### src/sv/gld_pkg.sv
package gld_pkg;

    localparam int TABLE_ENTRIES    = 4096;
    localparam int ADDR_BITS        = $clog2(TABLE_ENTRIES);
    localparam int MAX_CODE_BITS    = 12;
    localparam int PIXEL_COUNT_BITS = 28;
    localparam int STACK_BITS       = ADDR_BITS + 1;
    localparam int FREE_BITS        = 13;
    localparam int QUEUE_DEPTH      = 2;

    localparam logic [1:0] FUNC_START = 2'd0;
    localparam logic [1:0] FUNC_BYTE  = 2'd1;
    localparam logic [1:0] FUNC_FETCH = 2'd2;

    localparam logic CFG_MIN_CODE_SIZE = 1'b0;
    localparam logic CFG_PIXEL_TOTAL   = 1'b1;

    typedef enum logic [1:0] {
        OP_START,
        OP_BYTE,
        OP_FETCH,
        OP_BAD
    } op_t;

    typedef enum logic [2:0] {
        ST_PIXEL = 3'd0,
        ST_TAKEN = 3'd1,
        ST_NEED  = 3'd2,
        ST_DONE  = 3'd3,
        ST_ERR   = 3'd4,
        ST_FULL  = 3'd5
    } status_t;

    typedef enum logic [1:0] {
        PH_RUN,
        PH_DONE,
        PH_ERR
    } phase_t;

    typedef struct packed {
        op_t        op;
        logic [7:0] data_byte;
        logic       final_byte;
    } item_t;

endpackage

### src/sv/gld_front.sv
module gld_front
(
    input  logic                clk,
    input  logic                rst_n,
    input  logic                in_valid,
    output logic                in_ready,
    input  logic [1:0]          func,
    input  logic [7:0]          data_byte,
    input  logic                final_byte,
    output logic                q_valid,
    output gld_pkg::item_t      q_item,
    input  logic                q_pop
);

    gld_pkg::item_t item_reg [gld_pkg::QUEUE_DEPTH];
    logic           wr_ptr_reg;
    logic           rd_ptr_reg;
    logic [1:0]     count_reg;
    logic [1:0]     count_next;
    gld_pkg::item_t new_item;
    logic           push;

    always_comb
    begin
        new_item.data_byte  = data_byte;
        new_item.final_byte = final_byte;
        case (func)
            gld_pkg::FUNC_START: new_item.op = gld_pkg::OP_START;
            gld_pkg::FUNC_BYTE:  new_item.op = gld_pkg::OP_BYTE;
            gld_pkg::FUNC_FETCH: new_item.op = gld_pkg::OP_FETCH;
            default:             new_item.op = gld_pkg::OP_BAD;
        endcase
    end

    assign in_ready = (count_reg != 2'(gld_pkg::QUEUE_DEPTH));
    assign push     = in_valid && in_ready;
    assign q_valid  = (count_reg != 2'd0);
    assign q_item   = item_reg[rd_ptr_reg];

    always_comb
    begin
        count_next = count_reg;
        if (push && !q_pop)
        begin
            count_next = count_reg + 2'd1;
        end
        else if (!push && q_pop)
        begin
            count_next = count_reg - 2'd1;
        end
    end

    always_ff @(posedge clk or negedge rst_n)
    begin
        if (!rst_n)
        begin
            wr_ptr_reg <= 1'b0;
            rd_ptr_reg <= 1'b0;
            count_reg  <= 2'd0;
        end
        else
        begin
            count_reg <= count_next;
            if (push)
            begin
                wr_ptr_reg <= ~wr_ptr_reg;
            end
            if (q_pop)
            begin
                rd_ptr_reg <= ~rd_ptr_reg;
            end
        end
    end

    always_ff @(posedge clk)
    begin
        if (push)
        begin
            item_reg[wr_ptr_reg] <= new_item;
        end
    end

endmodule

### config.mk
export PLATFORM = sky130hd
export DESIGN_NAME = gld_front
export DESIGN_NICKNAME = d
export VERILOG_FILES = /design/src/sv/gld_pkg.sv /design/src/sv/gld_front.sv
export SDC_FILE = /design/constraint.sdc
export NUM_CORES = 1
export LEC_CHECK = 0
export BUFFER_PORTS_ARGS = -buffer_cell sky130_fd_sc_hd__buf_2
export CAP_MARGIN = 20
export CORE_MARGIN = 4
export CORE_UTILIZATION = 54
export DETAILED_ROUTE_END_ITERATION = 7
export PLACE_DENSITY = 0.91
export RECOVER_POWER = 100
export SLEW_MARGIN = 20
export SYNTH_ARGS = -nofsm -noshare
export SYNTH_HDL_FRONTEND = slang
export SYNTH_SLANG_ARGS = --single-unit
### constraint.sdc
create_clock -name clk -period 4.13 [get_ports clk]
set_input_delay 0.413 -clock clk [delete_from_list [all_inputs] [get_ports clk]]
set_output_delay 0.413 -clock clk [all_outputs]
set_load 0.02 [all_outputs]
# --- Word-level counts from Yosys, hierarchy flattened ---
# Memory sizes are Yosys's and may differ from the RTL's.
# Cells that the tools add are included.
# W data, S select, Z words.
op_classes:
  addsub: 2
  eq_ne: 3
  n_mux: 5
  n_bitwise: 2
  n_reduce_logical: 8
op_table:
  columns: ["op", "count"]
  rows:
  - ["$pmux W2 S3", 1]
  - ["$mux W2", 2]
  - ["$reduce_bool A2 Y1", 2]
  - ["$logic_and A1 B1 Y1", 3]
  - ["$add A2 B1 Y2 const B", 1]
  - ["$eq A2 B1 Y1 const B", 1]
  - ["$eq A2 B2 Y1 const B", 1]
  - ["$logic_not A1 Y1", 2]
  - ["$logic_not A2 Y1", 1]
  - ["$mux W1", 2]
  - ["$ne A2 B2 Y1 const B", 1]
  - ["$not A1 Y1", 2]
  - ["$sub A2 B1 Y2 const B", 1]
word_totals:
  ff_bits: 4
  mem_bits_rw: 22
  wordCells: 24
  n_memories: 1
memory_table:
  columns: ["memory", "words", "width", "read_ports", "rd_clocked_by_memory_dff", "write_ports", "line_no", "source"]
  rows:
  - ["item_reg", 2, 11, 1, 0, 1, "gld_front.sv:15", "gld_pkg::item_t item_reg [gld_pkg::QUEUE_DEPTH];"]

# --- Longest topological paths before layout ---
depth:
  word_depth: 6
  depth_mapped: 7
  ltp_nobuf: 7

# --- Worst setup path after synthesis ---
# OpenSTA, ideal clock, no wires.
synth_path:
  path_kind: "register -> register"
  start: "register count_reg[0]"
  end: "memory item_reg[0][0] in the netlist's numbering (enable)"
  setup_ns: 0.378
  arrival_ns: 1.153
  path_slack_ns: 2.599
  stages_incl_launch_ff: 4
  synth_period_minus_slack_ns: 1.531
  path_cell_list: "dfrtp_1 nand2b_4 nand2_2 nor2_1"
synth_between:
  elab_chain_cells: 4
synth_rtl:
  columns: ["item", "line_no", "source"]
  rows:
  - ["start, declared", "gld_front.sv:18", "logic [1:0] count_reg;"]
  - ["start signal, assigned", "gld_front.sv:63", "count_reg <= count_next;"]
  - ["$ne A2 B2 Y1", "gld_front.sv:35", "assign in_ready = (count_reg != 2'(gld_pkg::QUEUE_DEPTH));"]
  - ["named net in_ready", "gld_front.sv:6", "output logic in_ready,"]
  - ["$logic_and A1 B1 Y1", "gld_front.sv:36", "assign push = in_valid && in_ready;"]
  - ["$mux W1", "gld_front.sv:77", "if (push)"]
  - ["$mux W1 (implied by the code)", "gld_front.sv:79", "item_reg[wr_ptr_reg] <= new_item;"]
  - ["end, declared", "gld_front.sv:15", null]
# The timed path passes the listed nets, and every way through them passes these cells.

==> results.md <==
| Group | Quantity | Value |
|:---|:---|:---|
| drt | Via-per-instance ratio | 4.741 |
| grt | Wire length of the first global-routing pass | 2283 µm |
| worst setup path | Sort of element at the end of the critical path | output port |
| grt | Antenna violations before repair | 0 |
| grt | Pin count of the biggest net entering global routing | 15 |
| die | Standard-cell row count | 15 |
| synth | Synthesized netlist cell count | 54 |
| synth | Synth warn | 0 |
| placement | HPWL reported at the end of detailed placement | 1041 µm |
| die | IO Pins | 28 |
| clock network | Root buffer cell | clkbuf_4 |
| power | Clock group share of total power | 12.7% |
| power | Switching power | 0.0002720 W |
| sta | Achievable Freq | 0.5139 GHz |
| run status | Outcome | finished, final reports clean |
| worst setup path | Critical setup path kind | reg2out |
| placement | Final GP Congestion | 0.6466 |
| worst setup path | Reg2reg path depth | 3 |
| clock network | Number of buffers created by CTS | 3 |
| sta | Total setup violations reported at the end of the flow | 0 |
| power | Max VDD drop | 0.4364 mV |
| power | Post-layout total power | 0.0007803 W |
| synth | Synthesized netlist net count | 70 |
| sta | Tightest slew margin relative to the limit | 37.63% |
| drt | Number of optimization iterations in the first detailed-route pass | 3 |
| sta | Minimum period implied by the final worst setup slack | 1946 ps |
| synth | Yosys reg bits | 26 |
| sta | Worst clock skew on the final layout | 4.646 ps |
| worst setup path | Worst reg2reg endpoint | item_reg[0][7] |
| drt | Violation count after the first detailed-route iteration | 3 |
| sta | Unrepaired setup endpoints after global routing | no |
| worst setup path | Arrival time at the worst endpoint | 1530 ps |
| hold path | Type of the tightest min-delay check | in2reg |
| drt | Total number of vias | 512 |
| final layout | Commonest non-fill, non-tap cell in the layout | edfxtp_1 |
| synth | Count of distinct cell types in the synthesized netlist | 17 |
| synth | Sequential fraction of the synthesis area | 72.55% |
| sta | Max-slew violation count | 0 |
| worst setup path | CP Launch Type | flip-flop |
| final layout | Number of inserted diodes | 0 |
| clock network | Max clock buf depth | 2 |
| worst setup path | Highest fanout seen on the critical path | 12 |
| worst setup path | Critical path startpoint | rd_ptr_reg |
| die | Y dimension of the die | 52.07 µm |
| clock network | Clock tree from TritonCTS | yes |
| power | Leakage power figure | 0.4600 nW |
| final layout | Area delta synth->final | 12.41% |
| power | Sequential group share of total power | 52.8% |
| worst setup path | Req. time, crit path | 3720 ps |
| clock network | CTS sink count | 26 |
| die | Core area | 1783 µm² |
| power | Internal Pwr Total | 0.0005083 W |
| sta | Setup TNS after final layout | 0 ps |
| final layout | Count of nets after finishing | 100 |
| die | Die X-Extent | 52.07 µm |
| final layout | Most frequent cells in the layout | 22 x edfxtp_1, 19 x buf_2, 10 x mux2_1 |
| power | Power density normalized to cell area | 662.1 nW/µm² |
| synth | Synthesized area divided by synthesized cell count | 19.42 µm² |
| drt | Detailed-route DRC error count | 0 |
| clock network | Clock insertion delay at the later pin of the skew report | 300 ps |
| drt | Wirelength per Cell | 13.25 µm |
| clock network | H-tree depth reported by CTS | 1 |
| sta | Tcrit/Tclk final | 47.11% |
| synth | Cell Area, Synth | 1049 µm² |
| sta | Slew at the pin closest to its max-slew limit | 932.2 ps |
| grt | Congestion Overflow GR | 0 |
| grt | Total Routing Usage GR | 11.92% |
| sta | Number of hold-slack violations in the final timing report | 0 |
| power | Switching share of power | 34.86% |
| drt | Overall routed net length | 1431 µm |
| worst setup path | Setup slack, reg-to-reg | 2340 ps |
| final layout | Number of flip-flops under the largest register name | 22 |
| die | Effective utilization at floorplan | 58.81% |
| placement | Number of port buffers | 27 |
| job | Total of max-cap violations | 0 |
| clock network | Clock slew seen by the registers of the worst setup and hold paths | 120 ps |
| worst setup path | Crit path to | q_item[7] |
| die | Die ar. | 2711 µm² |
| drt | Antenna Violating Nets Remaining | 0 |
| worst setup path | Launch instance of the worst register-to-register path | count_reg[0] |
| power | Combinational cell fraction of total power | 34.6% |
| grt | Number of global-route vias before repair | 543 |
| final layout | Fraction of layout cells with a size suffix above 1 | 28.92% |
| clock network | Buffer count from post-CTS setup fixing | 0 |
## final cells by class
cell class	instances	area [µm²]
Multi-Input combinational cell	23	217.7
Inverter	2	7.507
Timing Repair Buffer	28	135.1
Clock inverter	1	3.754
Clock buffer	3	22.52
Tap cell	25	31.28
Sequential cell	26	760.7
Fill cell	148	604.3
## through the flow
step	cell area, µm²	utilization [%]	hold slack [ps]	setup slack (ps)	cells
after floorplan	1049	-	117.4	2599	54
after global placement	1196	67.09	225.0	2433	103
after global routing	1179	66.11	255.5	2042	108
after CTS	1232	69.12	277.3	2057	108
final	1179	66.11	289.0	2184	108
after detailed placement	1196	67.09	226.2	2341	103
## power groups by stage
stage                     clock network [W]  registers [W]  logic [W]
after floorplan                           0       0.000398   0.000273
after global placement                    0       0.000427   0.000314
after detailed placement                  0       0.000431   0.000321
after CTS                          0.000105       0.000425   0.000322
after global routing               0.000118       0.000423   0.000296
final                             0.0000988       0.000412   0.000270
## how the worst min path moves through the flow
stage                      start        endpoint  slack [ps]  cells after the start
finish                     q_pop      rd_ptr_reg         290                      2
detailed placement         rst_n      wr_ptr_reg         230                      1
CTS                        q_pop      rd_ptr_reg         280                      2
global placement           rst_n    count_reg[0]         230                      1
floorplan                  rst_n    count_reg[0]         120                      0
global route        data_byte[4]  item_reg[1][5]         260                      1
## critical path, stage by stage, from the launching register on
cell and delay, ps:
dfrtp_1 670, mux2_2 390, clkbuf_1 170
## metal layers
metal | track usage [%] | vias to the layer above | share of wire [%]
met4 | 5.240 | 0 | 0.42
met3 | 3.152 | 2 | 6.8
li1 | - | 252 | -
met5 | 0 | - | 0
met2 | 20.71 | 17 | 51
met1 | 13.63 | 241 | 42
## cell usage after synthesis
master     n  area share (%)
ha_1       1             1.2
or2_1      1            0.60
xnor2_1    1            0.84
nor2_1     2            0.72
edfxtp_1  22              63
mux2_4     9              13
xnor2_2    1             1.6
nand2b_4   1             1.3
nand2_2    1            0.60
clkbuf_1   2            0.72
buf_6      1             1.1
dfrtp_1    4             9.5
and3_1     1            0.60
mux2_2     1             1.1
inv_1      2            0.72
mux2_1     1             1.1
xor2_1     3             2.5
## kinds of logic (layout without fill, tap and decap cells)
family        count (synthesis)  count (layout)  synth area share [%]
mux                          11              11                 15.04
xor+xnor                      5               5                 4.894
flops                        26              26                 72.55
buf+inv                       5              34                 2.506
simple gates                  6               6                 3.820
fa+ha+maj                     1               1                 1.193
## repair_timing
item | 4_1_cts | 5_1_grt
gates resized for setup | 0 | 0
hold buffers | 1 | 0
endpoints found under the setup margin | 0 | 0
hold endpoints to repair | 4 | 0
Power figures use the tool's default switching activity.
